`src/per_bucket_token_policer_assert.svh`:
```
// ----------------------------------------------------------------------------
// Token bucket policer assertion macros
// Concurrent checks that simulation evaluates and synthesis drops.
// ----------------------------------------------------------------------------
`ifndef PER_BUCKET_TOKEN_POLICER_ASSERT_SVH
`define PER_BUCKET_TOKEN_POLICER_ASSERT_SVH

`ifndef SYNTHESIS

// Same-cycle implication, disabled while reset is held.
`define TBP_ASSERT_IMPLIES(label, clk, rstn, ante, cons) \
    label: assert property (@(posedge clk) disable iff (!rstn) (ante) |-> (cons)) \
        else $error("policer same-cycle check failed");

// Next-cycle implication, disabled while reset is held.
`define TBP_ASSERT_NEXT(label, clk, rstn, ante, cons) \
    label: assert property (@(posedge clk) disable iff (!rstn) (ante) |=> (cons)) \
        else $error("policer next-cycle check failed");

`else

`define TBP_ASSERT_IMPLIES(label, clk, rstn, ante, cons)
`define TBP_ASSERT_NEXT(label, clk, rstn, ante, cons)

`endif

`endif

```
`src/tbp_pkg.sv`:
```
// ----------------------------------------------------------------------------
// Token bucket policer package
// Field widths, constants and the types shared between the policer modules.
// ----------------------------------------------------------------------------
`default_nettype none

package tbp_pkg;

    localparam int IDX_W   = 12;
    localparam int RATE_W  = 37;
    localparam int LEN_W   = 16;
    localparam int TIME_W  = 64;
    localparam int TOK_W   = 40;
    localparam int BYTES_W = 64;
    localparam int WIN_W   = 30;

    localparam int BUCKET_COUNT_DEFAULT = 4096;
    localparam int QUEUE_DEPTH          = 2;

    localparam logic [WIN_W-1:0] WINDOW_RESET = 30'd10000000;
    localparam logic [29:0]      NS_PER_SEC   = 30'd1000000000;
    localparam logic [TOK_W-1:0] BURST_FLOOR  = 40'd1500;

    typedef enum logic {
        KIND_UNLIMITED,
        KIND_POLICED
    } kind_t;

    // One classified packet on its way from the front to the back.
    typedef struct packed {
        kind_t              kind;
        logic [IDX_W-1:0]   index;
        logic [RATE_W-1:0]  rate;
        logic [LEN_W-1:0]   length;
        logic [TIME_W-1:0]  now;
    } item_t;

    // One bucket as it is stored in the table.
    typedef struct packed {
        logic               valid;
        logic [TOK_W-1:0]   tokens;
        logic [TIME_W-1:0]  last_time;
        logic [BYTES_W-1:0] passed;
    } entry_t;

    typedef struct packed {
        logic               start;
        logic [TIME_W-1:0]  a;
        logic [RATE_W-1:0]  b;
    } md_req_t;

    typedef struct packed {
        logic               done;
        logic [TIME_W-1:0]  result;
    } md_rsp_t;

endpackage

`default_nettype wire

```
`src/tbp_front.sv`:
```
// ----------------------------------------------------------------------------
// Token bucket policer front end
// Accepts packets, folds the bucket index into the table and classifies them.
// ----------------------------------------------------------------------------
`default_nettype none

module tbp_front #(
    parameter int BUCKET_COUNT = tbp_pkg::BUCKET_COUNT_DEFAULT
) (
    input  logic                        aclk,
    input  logic                        aresetn,
    input  logic                        s_valid,
    output logic                        s_ready,
    input  logic [tbp_pkg::IDX_W-1:0]   s_bucket_index,
    input  logic [tbp_pkg::RATE_W-1:0]  s_rate_bytes_per_sec,
    input  logic [tbp_pkg::LEN_W-1:0]   s_packet_length,
    input  logic [tbp_pkg::TIME_W-1:0]  s_now_ns,
    output logic                        out_valid,
    input  logic                        out_ready,
    output tbp_pkg::item_t              out_item
);

    import tbp_pkg::*;

    localparam int INDEX_SPAN = 1 << IDX_W;
    localparam int MOD_STEPS  = (BUCKET_COUNT >= INDEX_SPAN) ? 1 :
                                $clog2(INDEX_SPAN / BUCKET_COUNT) + 1;
    localparam int DIV_W      = $clog2(BUCKET_COUNT) + MOD_STEPS + 1;
    localparam int STEP_W     = $clog2(MOD_STEPS + 1);

    typedef enum logic [1:0] {
        FR_IDLE,
        FR_REDUCE,
        FR_PUSH
    } fr_state_t;

    fr_state_t          state_reg, state_next;
    item_t              item_reg, item_next;
    logic [DIV_W-1:0]   div_reg, div_next;
    logic [STEP_W-1:0]  step_reg, step_next;

    // The index is reduced modulo the table size by shift-and-subtract,
    // one shifted copy of the table size per cycle.
    always_comb begin
        state_next = state_reg;
        item_next  = item_reg;
        div_next   = div_reg;
        step_next  = step_reg;
        unique case (state_reg)
            FR_IDLE: begin
                if (s_valid) begin
                    item_next.kind   = (s_rate_bytes_per_sec == '0) ? KIND_UNLIMITED
                                                                     : KIND_POLICED;
                    item_next.index  = s_bucket_index;
                    item_next.rate   = s_rate_bytes_per_sec;
                    item_next.length = s_packet_length;
                    item_next.now    = s_now_ns;
                    div_next         = DIV_W'(BUCKET_COUNT) << (MOD_STEPS - 1);
                    step_next        = STEP_W'(MOD_STEPS - 1);
                    state_next       = FR_REDUCE;
                end
            end
            FR_REDUCE: begin
                if (DIV_W'(item_reg.index) >= div_reg) begin
                    item_next.index = item_reg.index - IDX_W'(div_reg);
                end
                div_next = div_reg >> 1;
                if (step_reg == '0) begin
                    state_next = FR_PUSH;
                end else begin
                    step_next = step_reg - 1'b1;
                end
            end
            FR_PUSH: begin
                if (out_ready) begin
                    state_next = FR_IDLE;
                end
            end
            default: state_next = FR_IDLE;
        endcase
    end

    always_ff @(posedge aclk) begin
        item_reg <= item_next;
        div_reg  <= div_next;
        step_reg <= step_next;
        if (!aresetn) begin
            state_reg <= FR_IDLE;
        end else begin
            state_reg <= state_next;
        end
    end

    assign s_ready   = (state_reg == FR_IDLE);
    assign out_valid = (state_reg == FR_PUSH);
    assign out_item  = item_reg;

endmodule

`default_nettype wire

```
`config.mk`:
```
export PLATFORM = sky130hd
export DESIGN_NAME = tbp_front
export DESIGN_NICKNAME = d
export VERILOG_FILES = /design/src/per_bucket_token_policer_assert.svh /design/src/tbp_pkg.sv /design/src/tbp_front.sv
export SDC_FILE = /design/constraint.sdc
export NUM_CORES = 1
export LEC_CHECK = 0
export BUFFER_PORTS_ARGS = -buffer_cell sky130_fd_sc_hd__clkbuf_2
export CORE_UTILIZATION = 42
export CTS_BUF_LIST = sky130_fd_sc_hd__clkbuf_8 sky130_fd_sc_hd__clkbuf_16
export DETAILED_ROUTE_END_ITERATION = 8
export GPL_TIMING_DRIVEN = 0
export MAX_ROUTING_LAYER = met4
export PLACE_DENSITY_LB_ADDON = 0.2
export REMOVE_ABC_BUFFERS = 1
export SYNTH_ARGS = -nofsm -noshare
export SYNTH_HDL_FRONTEND = slang
export SYNTH_SLANG_ARGS = --single-unit
export TNS_END_PERCENT = 30
```
`constraint.sdc`:
```
create_clock -name aclk -period 4.2 [get_ports aclk]
set_input_delay 0 -clock aclk [delete_from_list [all_inputs] [get_ports aclk]]
set_output_delay 0 -clock aclk [all_outputs]
set_load 0.01 [all_outputs]
```
==> impl_metrics.ini <==
[critical_path]
r2r-start = out_item[117]
worst_r2r_endpoint = out_item[121]
startpoint = out_item[117]
worst_path_most_repeated_cell = inv_1
cp_max_fo = 12
crit_slowest_cell = o21ai_1
required_ns = 4.21
ff2ff_setup_slack_ns = 1.26
critPathArrivalTime_ns = 2.95
crit_cells = 9
crit_type = reg -> reg
crit_chain = inv_1 > ha_1 > inv_1 > fa_1 > a21o_1 > a311oi_2 > o22a_1 > o21a_1 > o21ai_1
endpoint = out_item[121]
cp_top_family = compound AO/OA/AOI/OAI gates
reg2regPathDepth = 9
cp_num_buf_inv = 2
slowest_delay_ns = 0.90
cp-start-kind = flop
endpoint_kind = flop

[floorplan]
num_rows = 40
die_w_um = 114
initial_core_util = 0.435
die_h_um = 114
core_region_area_um2 = 12100
io_pins = 265
fp.dieArea_um2 = 13000

[sta]
finalHoldViolCount = 0
drv_slew = 0
relSlewSlack = 0.205
skew_ns = 0.00891
tns_ns = 0
min_period_ns = 2.94
period_share = 0.699
worstMarginPinSlew_ns = 1.18
fin_ws_ns = 1.26
rsz0062_at_grt = false
fmax_ghz = 0.341
setup_viol = 0

[layout]
final_layout_size_suffix_gt1_frac = 0.422
fill_cells = 826
final_nets = 848
seqCellArea_um2 = 4330
largest_reg_flops = 130
area_growth_pct = 64.2
multi_input_area_um2 = 861

[clocking]
cts.sinks = 145
cts_tree = yes
cts_buffers = 17
cts.clk_slew.worst_paths_ns = 0.06
cts_root_buffer = clkbuf_16
cts_max_level = 4
clockBufferDepth = 2
clk_latency_ns = 0.41

[detailed_routing]
ant_nets = 0
drtIter0Drc = 255
routed_wirelength_um = 15500
wl_per_cell_um = 17.6
dr_total_vias = 4223
drt_drc_violations_left = 0
drt_pass1_iterations = 6
viasPerCell = 4.78

[synth]
ys_ff_latch = 145
synth_area_um2 = 5270
avgSynthCellArea_um2 = 17.9
synth_warnings = 0
ys_seq_area_frac = 0.823
synth_cells = 294
synth_cell_types = 39

[min_path]
hold_path_class = in -> reg

[global_routing]
grt_max_degree = 79
antenna_found_initial = 1
grt_pass1_wl_um = 23000
overflow = 0
grt_use_total = 0.249
grt_pass1_vias = 4328

[power_and_ir_drop]
power_leakage_nw = 3.70
power_density_nw_per_um2 = 435
irDropWorstVdd_v = 0.000288

[placed_design]
pre_cts_ws_ns = 1.14
dpl.hpwl_um = 9450
portBuffers = 264
gp_congestion = 0.813

[job]
max-cap-violations = 0

[run_status]
status = finished, final reports clean
[what timing repair did]
item	CTS	global route
hold buffers	129	0
gates resized for setup	0	0
setup buffers	0	0
endpoints found under the setup margin	0	0
hold endpoints to repair	130	0
[cells in the final DEF, fill, tap and decap left out, types with 3 or more instances in the layout]
cell	Yosys	routed
clkbuf_16	0	17
nand3_1	15	15
dlygate4sd3_1	0	129
a21o_1	3	3
nor2_1	22	21
clkinvlp_4	0	3
xnor2_1	4	4
nand2_1	10	10
nor4_1	8	8
xor2_1	4	4
ha_1	12	12
nand4_1	6	6
clkbuf_2	0	264
nor2b_1	3	3
a21oi_1	6	6
inv_1	13	14
clkinv_2	0	4
edfxtp_1	143	143
and3_1	3	3
o21a_1	3	3
o21ai_1	10	10
[per-stage QoR]
stage / hold slack, ns / instances / area, um2 / utilization / power [mW]
floorplan: 0.0989 / 289 / 5240 / - / 2.07
global placement: 0.178 / 721 / 6770 / 0.559 / 2.29
detailed placement: 0.179 / 722 / 6800 / 0.562 / 2.29
CTS: 0.0137 / 883 / 8640 / 0.713 / 3.76
global route: 0.0824 / 884 / 8640 / 0.714 / 3.90
finish: 0.0366 / 884 / 8640 / 0.714 / 3.76
[worst reg2reg max path, cell delays in order, from the launching register on]
cell and delay [ns]:
edfxtp_1 0.36, inv_1 0.05, ha_1 0.21, inv_1 0.08, fa_1 0.21, a21o_1 0.17
a311oi_2 0.15, o22a_1 0.24, o21a_1 0.17, o21ai_1 0.90
[how the worst min path moves through the flow]
stage	startpoint	end	slack [ns]	depth (start not counted)
2_1_floorplan	s_now_ns[0]	out_item[0]	0.1	0
3_3_place_gp	s_now_ns[22]	out_item[22]	0.18	1
3_5_place_dp	s_now_ns[56]	out_item[56]	0.18	1
4_1_cts	s_bucket_index[9]	out_item[126]	0.01	4
5_1_grt	s_bucket_index[9]	out_item[126]	0.08	4
6_report	s_bucket_index[9]	out_item[126]	0.04	4
[cells by family (layout without fill, tap and decap cells)]
logic type                 after synthesis  after routing  synth area share
muxes                                    1              1           0.00190
AOI/OAI and AO/OA                       33             33            0.0442
adders and majority gates               13             13            0.0323
other                                    0              1                 0
xor gates and xnor gates                 8              8            0.0133
and+or+nand+nor                         75             75            0.0708
buffers and inverters                   19            440            0.0143
DFF                                    145            145             0.823
[per-layer routing]
layer | part of all wire | routed length [um] | vias to the layer above | global-route usage
li1 | - | - | 1962 | -
met1 | 0.37 | 5790 | 2028 | 0.256
met2 | 0.53 | 8230 | 190 | 0.436
met3 | 0.065 | 1000 | 43 | 0.0696
met4 | 0.033 | 510 | 0 | 0.119
met5 | 0 | 0 | - | -
[power breakdown]
part           internal (mW)  switching, mW  total [mW]
registers               1.73         0.0404        1.77
clock network          0.808          0.583        1.39
logic                  0.279          0.325       0.605
[cells in the mapped netlist (all sizes together)]
master | count | area share
edfxtp | 143 | 0.82
nor2 | 23 | 0.017
nand3 | 15 | 0.014
inv | 14 | 0.010
ha | 12 | 0.029
o21ai | 11 | 0.010
nand2 | 10 | 0.0071
nor4 | 8 | 0.0095
a21oi | 6 | 0.0057
nand4 | 6 | 0.0071
xnor2 | 4 | 0.0067
xor2 | 4 | 0.0067
a21o | 3 | 0.0043
and3 | 3 | 0.0036
buf | 3 | 0.0029
nor2b | 3 | 0.0036
o21a | 3 | 0.0043
a211oi | 2 | 0.0038
and2 | 2 | 0.0024
clkbuf | 2 | 0.0014
dfxtp | 2 | 0.0076
nand2b | 2 | 0.0024
o31ai | 2 | 0.0029
a311oi | 1 | 0.0029
a31o | 1 | 0.0017
a31oi | 1 | 0.0024
fa | 1 | 0.0038
mux2i | 1 | 0.0019
nand4b | 1 | 0.0017
nor3 | 1 | 0.00095
o22a | 1 | 0.0017
o311a | 1 | 0.0021
o41a | 1 | 0.0021
or4 | 1 | 0.0014
[area by class of cell]
cell class                 count  share of cell area
tap                          168              0.0243
clock buffer                  17              0.0492
multi-input combinational    130              0.0996
sequential                   145               0.501
timing repair buffer         394               0.305
clock inverter                15              0.0138
inverter                      14             0.00608
antenna                        1            0.000289
(Power assumes the default switching activity.)
