$ cat src/per_bucket_token_policer_assert.svh
// ----------------------------------------------------------------------------
// Token bucket policer assertion macros
// Concurrent checks that simulation evaluates and synthesis drops.
// ----------------------------------------------------------------------------
`ifndef PER_BUCKET_TOKEN_POLICER_ASSERT_SVH
`define PER_BUCKET_TOKEN_POLICER_ASSERT_SVH

`ifndef SYNTHESIS

// Same-cycle implication, disabled while reset is held.
`define TBP_ASSERT_IMPLIES(label, clk, rstn, ante, cons) \
    label: assert property (@(posedge clk) disable iff (!rstn) (ante) |-> (cons)) \
        else $error("policer same-cycle check failed");

// Next-cycle implication, disabled while reset is held.
`define TBP_ASSERT_NEXT(label, clk, rstn, ante, cons) \
    label: assert property (@(posedge clk) disable iff (!rstn) (ante) |=> (cons)) \
        else $error("policer next-cycle check failed");

`else

`define TBP_ASSERT_IMPLIES(label, clk, rstn, ante, cons)
`define TBP_ASSERT_NEXT(label, clk, rstn, ante, cons)

`endif

`endif

$ cat src/tbp_pkg.sv
// ----------------------------------------------------------------------------
// Token bucket policer package
// Field widths, constants and the types shared between the policer modules.
// ----------------------------------------------------------------------------
`default_nettype none

package tbp_pkg;

    localparam int IDX_W   = 12;
    localparam int RATE_W  = 37;
    localparam int LEN_W   = 16;
    localparam int TIME_W  = 64;
    localparam int TOK_W   = 40;
    localparam int BYTES_W = 64;
    localparam int WIN_W   = 30;

    localparam int BUCKET_COUNT_DEFAULT = 4096;
    localparam int QUEUE_DEPTH          = 2;

    localparam logic [WIN_W-1:0] WINDOW_RESET = 30'd10000000;
    localparam logic [29:0]      NS_PER_SEC   = 30'd1000000000;
    localparam logic [TOK_W-1:0] BURST_FLOOR  = 40'd1500;

    typedef enum logic {
        KIND_UNLIMITED,
        KIND_POLICED
    } kind_t;

    // One classified packet on its way from the front to the back.
    typedef struct packed {
        kind_t              kind;
        logic [IDX_W-1:0]   index;
        logic [RATE_W-1:0]  rate;
        logic [LEN_W-1:0]   length;
        logic [TIME_W-1:0]  now;
    } item_t;

    // One bucket as it is stored in the table.
    typedef struct packed {
        logic               valid;
        logic [TOK_W-1:0]   tokens;
        logic [TIME_W-1:0]  last_time;
        logic [BYTES_W-1:0] passed;
    } entry_t;

    typedef struct packed {
        logic               start;
        logic [TIME_W-1:0]  a;
        logic [RATE_W-1:0]  b;
    } md_req_t;

    typedef struct packed {
        logic               done;
        logic [TIME_W-1:0]  result;
    } md_rsp_t;

endpackage

`default_nettype wire

$ cat src/tbp_queue.sv
// ----------------------------------------------------------------------------
// Token bucket policer item queue
// Short FIFO that decouples the front end from the bucket engine.
// ----------------------------------------------------------------------------
`default_nettype none

module tbp_queue (
    input  logic           aclk,
    input  logic           aresetn,
    input  logic           in_valid,
    output logic           in_ready,
    input  tbp_pkg::item_t in_item,
    output logic           out_valid,
    input  logic           out_ready,
    output tbp_pkg::item_t out_item
);

    import tbp_pkg::*;

    localparam int PTR_W = (QUEUE_DEPTH > 1) ? $clog2(QUEUE_DEPTH) : 1;
    localparam int CNT_W = $clog2(QUEUE_DEPTH + 1);

    item_t             slot_reg [QUEUE_DEPTH];
    logic [PTR_W-1:0]  wr_ptr_reg, wr_ptr_next;
    logic [PTR_W-1:0]  rd_ptr_reg, rd_ptr_next;
    logic [CNT_W-1:0]  count_reg, count_next;
    logic              push, pop;

    assign in_ready  = (count_reg != CNT_W'(QUEUE_DEPTH));
    assign out_valid = (count_reg != '0);
    assign push      = in_valid && in_ready;
    assign pop       = out_valid && out_ready;
    assign out_item  = slot_reg[rd_ptr_reg];

    always_comb begin
        wr_ptr_next = wr_ptr_reg;
        rd_ptr_next = rd_ptr_reg;
        count_next  = count_reg;
        if (push) begin
            wr_ptr_next = (wr_ptr_reg == PTR_W'(QUEUE_DEPTH - 1)) ? '0 : wr_ptr_reg + 1'b1;
        end
        if (pop) begin
            rd_ptr_next = (rd_ptr_reg == PTR_W'(QUEUE_DEPTH - 1)) ? '0 : rd_ptr_reg + 1'b1;
        end
        if (push && !pop) begin
            count_next = count_reg + 1'b1;
        end else if (pop && !push) begin
            count_next = count_reg - 1'b1;
        end
    end

    always_ff @(posedge aclk) begin
        if (push) begin
            slot_reg[wr_ptr_reg] <= in_item;
        end
        if (!aresetn) begin
            wr_ptr_reg <= '0;
            rd_ptr_reg <= '0;
            count_reg  <= '0;
        end else begin
            wr_ptr_reg <= wr_ptr_next;
            rd_ptr_reg <= rd_ptr_next;
            count_reg  <= count_next;
        end
    end

endmodule

`default_nettype wire

$ cat config.mk
export PLATFORM = sky130hd
export DESIGN_NAME = tbp_queue
export DESIGN_NICKNAME = d
export VERILOG_FILES = /design/src/per_bucket_token_policer_assert.svh /design/src/tbp_pkg.sv /design/src/tbp_queue.sv
export SDC_FILE = /design/constraint.sdc
export NUM_CORES = 1
export LEC_CHECK = 0
export BUFFER_PORTS_ARGS = -buffer_cell sky130_fd_sc_hd__buf_2
export CORE_UTILIZATION = 50
export CTS_CLUSTER_SIZE = 10
export DETAILED_ROUTE_END_ITERATION = 12
export GPL_TIMING_DRIVEN = 0
export PLACE_DENSITY_LB_ADDON = 0.15
export SYNTH_ARGS = -nofsm -noshare
export SYNTH_HDL_FRONTEND = slang
export SYNTH_SLANG_ARGS = --single-unit
$ cat constraint.sdc
create_clock -name aclk -period 7.1 [get_ports aclk]
set_input_delay 0.71 -clock aclk [delete_from_list [all_inputs] [get_ports aclk]]
set_output_delay 0.71 -clock aclk [all_outputs]
set_load 0.01 [all_outputs]
==> results of run 1 <==
==> power by group through the flow <==
stage	registers, mW	clock network, mW	logic, mW
5_1_grt	2.02	1.42	1.14
3_5_place_dp	2.04	0	1.06
3_3_place_gp	2.06	0	1.03
4_1_cts	2.00	1.36	1.07
2_1_floorplan	2.04	0	0.662
6_report	2.00	1.32	1.05
==> worst paths after layout <==
check | slack [ns] | depth (start not counted) | endpoint
hold reg to reg | 0.60 | 2 | count_reg[1]$_SDFFE_PN0P_
setup reg to reg | 5.01 | 4 | slot_reg[0][66]$_DFFE_PP_
hold / removal | 0.37 | 1 | slot_reg[0][52]$_DFFE_PP_
setup / recovery | 4.52 | 4 | out_item[77]
==> logic make-up after synthesis <==
family | count (synthesis) | share of synthesized area (%)
buffers and inverters | 15 | 1.44
XOR/XNOR | 3 | 0.272
adder cells (fa/ha/maj) | 1 | 0.130
AND/OR/NAND/NOR | 9 | 0.674
multiplexers | 130 | 15.2
AO/OA/AOI/OAI | 5 | 0.363
flip-flops | 265 | 82.0
==> cell usage in the layout (no fill, tap or decap) <==
| cell | Yosys | final |
|---|---|---|
| a21bo_2 | 1 | 1 |
| a21boi_0 | 1 | 1 |
| a21boi_1 | 1 | 1 |
| and2_1 | 4 | 4 |
| and3_4 | 0 | 1 |
| buf_16 | 0 | 3 |
| buf_2 | 3 | 268 |
| buf_4 | 1 | 1 |
| buf_6 | 10 | 10 |
| clkbuf_1 | 0 | 11 |
| clkbuf_16 | 0 | 31 |
| clkbuf_8 | 0 | 1 |
| dfxtp_1 | 5 | 5 |
| diode_2 | 0 | 4 |
| edfxtp_1 | 260 | 260 |
| ha_1 | 1 | 1 |
| inv_6 | 0 | 1 |
| mux2_2 | 130 | 130 |
| nand2b_4 | 1 | 1 |
| nand3b_1 | 1 | 1 |
| o21ai_0 | 1 | 1 |
| o21ai_1 | 1 | 1 |
| or2_2 | 1 | 1 |
| or3_1 | 1 | 1 |
| xnor2_1 | 2 | 2 |
| xor2_1 | 1 | 1 |
==> through the flow <==
| step | power [mW] | cells |
|---|---|---|
| after CTS | 4.44 | 999 |
| after global placement | 3.09 | 953 |
| after global routing | 4.58 | 1003 |
| after floorplan | 2.70 | 428 |
| after detailed placement | 3.10 | 956 |
| final | 4.38 | 1003 |
==> per-layer routing <==
metal  up-vias  track usage, %  part of all wire, %
met5         -               0                    0
met1      2379            21.1                   38
met4         0            6.75                  2.6
met3        36            5.84                  8.7
met2       203            31.1                   51
li1       2314               -                    -
==> final cells by class <==
cell class	instances	area (sq um)	area share [%]
Sequential cell	265	7910	64.6
Timing Repair Buffer	268	1410	11.5
Clock buffer	43	831	6.79
Buffer	14	135	1.10
Antenna cell	4	10.0	0.0818
Inverter	1	8.76	0.0716
Tap cell	260	325	2.66
Multi-Input combinational cell	148	1610	13.1
==> results.txt, run 1 <==
* Run status: finished, final reports clean
* Slowest cell on crit path: dfxtp_1
- TritonCTS created 30 clock buffers.
- The net count of the finished layout is 863.
- Count of cell types in the netlist: 21
* Crit path buf inv count: 3
- Final Max Tran Viols: 0
* Clock network power share: 30.2%
- After synthesis the netlist holds a flip-flop and latch count of 265.
* Kind of end point of the critical path: output port
- Total Routed Length: 17,800 microns
- Die Area: 0.0199 sq mm
* Hold buffer count at cts: 0
- CTS saw 265 sinks.
- Fillers: 1,379
* RSZ-0062 raised after global routing: no
- Buffers placed on the I/O ports in this run total 265.
- Area leader, netlist: edfxtp_1
* Family with the most delay on the worst path: buffers and inverters
* Number of vias after detailed routing: 4,932
- Vertical extent of the die: 141 microns
* Largest fanout of any net on the critical path: 10
- OpenSTA, run right after detailed placement, puts the worst setup slack at 4.78 ns.
* Number of setup buffers added after CTS: 0
* Maximum cell stage delay along the critical path: 0.38 ns
- Summed over all nets, the switching power comes to 1.12 mW.
- Of the total power, the share spent switching nets is 25.7%.
- Global-route wire length before repair: 27,200 microns
- Finished layout cell area: 0.0122 sq mm
- The worst-case IR drop observed on VDD is 0.000287 V.
- After detailed routing, the number of remaining DRC violations is 0.
- Sequential cells burn 45.8% of the power.
* Number of nets with antenna violations after detailed routing: 0
- Arrival time of data at the critical path endpoint: 1.87 ns
* Start point of the worst hold path: in_item[52]
- Worst Slack Setup Final: 4.52 ns
* Share of the synthesized area in the top cell type: 80.9%
* Clock latency of the later-clocked register in the worst-skew pair: 0.53 ns
* Worst min path class: in -> reg
- Cells along the critical path: buf_4 > buf_6 > mux2_2 > buf_2
- The share of total power dissipated in combinational logic is 24.0%.
- The core region is 0.0188 sq mm.
* Maximum number of pins on one net before global-route repair: 67
* GRT Resource Usage Total: 18.1%
- Number of enable flip-flop cells after synthesis: 260
- Hold is met by 0.368 ns.
- The worst path uses 36.4% of the clock period.
- The internal portion of the total power is 3.25 mW.
* Mean routed wirelength per cell: 17.7 microns
* Avg Cell Area, Syn: 22.5 sq um
* Post-Route Skew: 0.00802 ns
* Post-synthesis cell count: 428
- Leak: 4.56 nW
- Area grow syn2layout: 26.8%
- Dominant cell by count in the synthesized netlist: edfxtp_1
* Timing-limited maximum frequency: 0.387 GHz
- The congestion estimate from routability-driven global placement came to 0.694.
- The longest clock path from root to sink contains 3 buffers.
- Horizontal extent of the die: 141 microns
* Worst Setup Start Kind: flip-flop
- # H-tree levels: 1
- Detailed Routing Iterations Pass 1: 4
- Clock transition at the registers of the reported paths: 0.06 ns
* Data required, critical path: 6.39 ns
* TritonCTS clock tree: yes
* Cell Pwr Density: 358 mW/mm^2
- Number of DRC markers in iteration 0: 231
* Fraction of the yosys area taken by sequential cells: 82.0%
- Main flop type after synthesis: edfxtp_1
* Largest register FFs: 260
* CTS Root Cell: clkbuf_16
* Final-report setup violation count: 0
* Gates resized, CTS repair: 0
* Synth Net Count: 563
- Min cycle time layout: 2.58 ns
- The number of global-route vias before repair is 5,130.
* Final hold violation count: 0
- The number of antenna violations at the first check in global routing was 4.
* Final sum of negative setup slack: 0 ns
* Headroom to the max-slew limit: 57.5%
- Largest cells by area after synthesis: edfxtp_1 81%, mux2_2 15%, buf_6 1.2%, dfxtp_1 1.0%, and2_1 0.26%
- DP HPWL: 11,800 microns
- Global routing finished with a remaining overflow of 0.
- Final core area utilization: 65.0%
- Dividing the detail-routed via count by the number of cells gives 4.92.
- The critical path in this run is classified as reg -> out.
* Cell area reported after detailed placement: 0.0114 sq mm
* Maxcap violations: 0
- The commonest cells after synthesis are 260 x edfxtp_1, 130 x mux2_2, 10 x buf_6.
- IO Count: 266
* Share of cells above drive strength 1: 60.8%
- The startpoint identified for the worst register-to-register timing path is count_reg[0]$_SDFFE_PN0P_.
- Number of synthesis warnings: 0
- The floorplan has 50 rows.
* Least-Margin Pin Slew: 0.638 ns
- After synthesis the cells add up to 0.00965 sq mm.
- Of all flip-flops after synthesis, the portion carrying an async set or reset was 0%.
- Starting utilization of the core area: 51.2%
No activity file was read; power rests on OpenSTA's default activity.
==> run 2: changes to the inputs <==
--- a/config.mk
+++ b/config.mk
@@ -6,7 +6,7 @@
 export NUM_CORES = 1
 export LEC_CHECK = 0
 export BUFFER_PORTS_ARGS = -buffer_cell sky130_fd_sc_hd__buf_2
-export CORE_UTILIZATION = 50
+export CORE_UTILIZATION = 47
 export CTS_CLUSTER_SIZE = 10
 export DETAILED_ROUTE_END_ITERATION = 12
 export GPL_TIMING_DRIVEN = 0
==> constraint.sdc (replaced) <==
create_clock -name aclk -period 2.2 [get_ports aclk]
set_input_delay 0.22 -clock aclk [delete_from_list [all_inputs] [get_ports aclk]]
set_output_delay 0.22 -clock aclk [all_outputs]
set_load 0.01 [all_outputs]
==> run 2 against run 1 <==
Highest routed layer unchanged. Clock power rose to 3.3 times the previous value. Non-clock buffer count up 133. Design area up 11%. Global-route usage up 1.0 points.
==> results.txt, run 2 (same netlist as run 1, synthesis figures left out) <==
- Fillers: 1,376 (-0.22%)
- Largest register FFs: 260 (unchanged)
- The required time reported for the critical path endpoint was 1.98 ns (-4.41 ns).
- Pre-CTS WS: 0.149 ns (-4.63 ns)
* Maxcap violations: 0 (unchanged)
- Worst Setup Start Kind: flip-flop
- Maximum number of pins on one net before global-route repair: 58 (-13%)
- The maximum net fanout on the critical path is 10 (unchanged).
- GRT Resource Usage Total: 19.1% (+1.0 points)
- RSZ-0062 raised after global routing: no
- The residual antenna-violating net count after detailed routing was 0 (unchanged).
- The clock transition at the register clock pins on the worst setup and hold paths after CTS came to 0.05 ns (about the same).
- The number of optimization iterations in the first detailed-route pass came to 4 (unchanged).
- The I/O pin count was 266 (unchanged).
- FF/Latch Area: 0.00791 sq mm (about the same)
- The global route total overflow came to 0 (unchanged).
- The detailed router's first-iteration violation count was 257 (+11%).
- Number of antenna violations at the first check in global routing: 1 (-3)
- The power per standard cell area was 1070 mW/mm^2 (+200%).
- TritonCTS built the clock tree.
- The number of sinks handled by clock tree synthesis is 265 (unchanged).
- Via count of the first global-routing pass: 6,108 (+19%)
- Least-Margin Pin Slew: 0.547 ns (-0.0910 ns)
- The buffer count from post-CTS setup fixing was 0 (unchanged).
- The floorplan row count was 52 (+4.0%).
- Power Total: 14.5 mW (+230%)
* Mean routed wirelength per cell: 17.4 microns (-2.1%)
* Number of vias after detailed routing: 5,548 (+12%)
- The critical path is of the reg -> out type.
* Kind of end point of the critical path: output port
- The cell sitting at the root of the clock tree is a clkbuf_16.
- Final Max Tran Viols: 0 (unchanged)
- Final sum of negative setup slack: 0 ns (unchanged)
* DRC Markers: 0 (unchanged)
- The half-perimeter wire length of the detailed placement result was 12,300 microns (+4.4%).
- Worst Slack Setup Final: 0.144 ns (-4.37 ns)
* Clock latency of the later-clocked register in the worst-skew pair: 0.52 ns (about the same)
* Timing-limited maximum frequency: 0.486 GHz
* Total clock buffers created by CTS: 30 (unchanged)
* Vertical extent of the die: 145 microns (+3.1%)
- Min cycle time layout: 2.06 ns
* IO Port Bufs: 265 (unchanged)
* Portion of the clock cycle consumed by the worst path in the final layout: 93.5%
- The maximum level of the CTS H-tree was 1 (unchanged).
* Most frequent cells in the layout: 268 x buf_2, 260 x edfxtp_1, 131 x dlygate4sd3_1, 130 x mux2_2, 31 x clkbuf_16
* Global-route wire length before repair: 31,300 microns (+15%)
- The per-cell via count in the routed design is 4.80 (-2.5%).
- The peak supply drop is 0.000769 V (+170%).
* Area of the multi-input gates: 0.00161 sq mm (unchanged)
- Post-Route Skew: 0.00535 ns (-0.00267 ns)
- The worst hold path belongs to the class in -> reg.
- Share of cells above drive strength 1: 51.1% (-9.6 points)
- The run finished with clean final reports.
- Most common cell after layout, fill and taps aside: buf_2
* Net count of the finished layout: 997 (+16%)
- The last weighted congestion value of the routability-driven placer is 0.733 (+5.6%).
- Horizontal extent of the die: 145 microns (+3.1%)
* Final hold violation count: 0 (unchanged)
- The final routed wirelength across all metal layers is 20,100 microns (+13%).
- The area growth from synthesis to layout is 41.4%.
* Buffer depth of the longest clock path: 3 (unchanged)
- Starting utilization of the core area: 47.8% (-3.4 points)
- Arrival time of data at the critical path endpoint: 1.84 ns (-0.03 ns)
* Leak: 5.14 nW (+13%)
- Final-report setup violation count: 0 (unchanged)
* Die Area: 0.0211 sq mm (+6.3%)
- Area of the core region: 0.0202 sq mm (+7.1%)
- Headroom to the max-slew limit: 63.3% (+5.9 points)
-- run 2: cell count changes in the layout (fill, tap and decap cells not counted), moves of 3 or more --
cell,change
diode_2,-3
buf_12,+3
dlygate4sd3_1,+131
clkbuf_1,+13
-- run 2: final timing paths --
path | from | to | slack, ns | depth (start not counted)
setup / recovery | flip-flop | out_item[44] | 0.14 | 4
hold reg to reg | count_reg[1]$_SDFFE_PN0P_ | count_reg[1]$_SDFFE_PN0P_ | 0.55 | 2
hold / removal | in_valid | wr_ptr_reg$_SDFFE_PN0P_ | 0.03 | 3
setup reg to reg | count_reg[0]$_SDFFE_PN0P_ | slot_reg[0][100]$_DFFE_PP_ | 0.28 | 5
-- run 2: final cells by class --
cell class              instances  area share (%)
diodes                          1          0.0183
plain buffers                  14            1.02
clock buffers                  56            6.45
inverters                       1          0.0550
multi-input cells             148            11.8
flip-flops and latches        265            58.0
well taps                     270            2.48
repair buffers                401            20.2
repair inverters                1          0.0367
-- run 2: routing by layer --
metal / up-vias / part of all wire [%] / track usage (%)
met5: - / 0 / 0
met4: 0 / 3.3 / 7.00
met3: 46 / 6.8 / 5.09
met2: 228 / 51 / 33.9
met1: 2685 / 39 / 22.0
li1: 2589 / - / -
-- run 2: critical path, stage by stage (launching register included) --
cell and delay (ns):
dfxtp_1 0.39, buf_6 0.23, buf_6 0.18, mux2_2 0.36, buf_2 0.14
-- run 2: where the power goes --
group          switching (mW)  internal, mW  leakage (nW)  total (mW)
logic                    1.85          1.82          2.25        3.67
registers               0.164          6.31          2.47        6.47
clock network            1.75          2.65         0.418        4.40
-- run 2: per-stage QoR --
stage          utilization, %  hold WS, ns  instances  area [sq um]
6_report                 67.6       0.0282       1157         13600
5_1_grt                  67.6       0.0255       1157         13600
4_1_cts                  67.6      0.00498       1155         13600
3_5_place_dp             56.7        0.411        968         11400
2_1_floorplan               -        0.319        428          9660
3_3_place_gp             56.1        0.408        963         11300
-- run 2: timing repair --
action / in CTS / in global routing
endpoints found under the hold margin: 265 / 0
hold buffers: 131 / 0
gates resized for setup: 0 / 1
endpoints found under the setup margin: 0 / 127
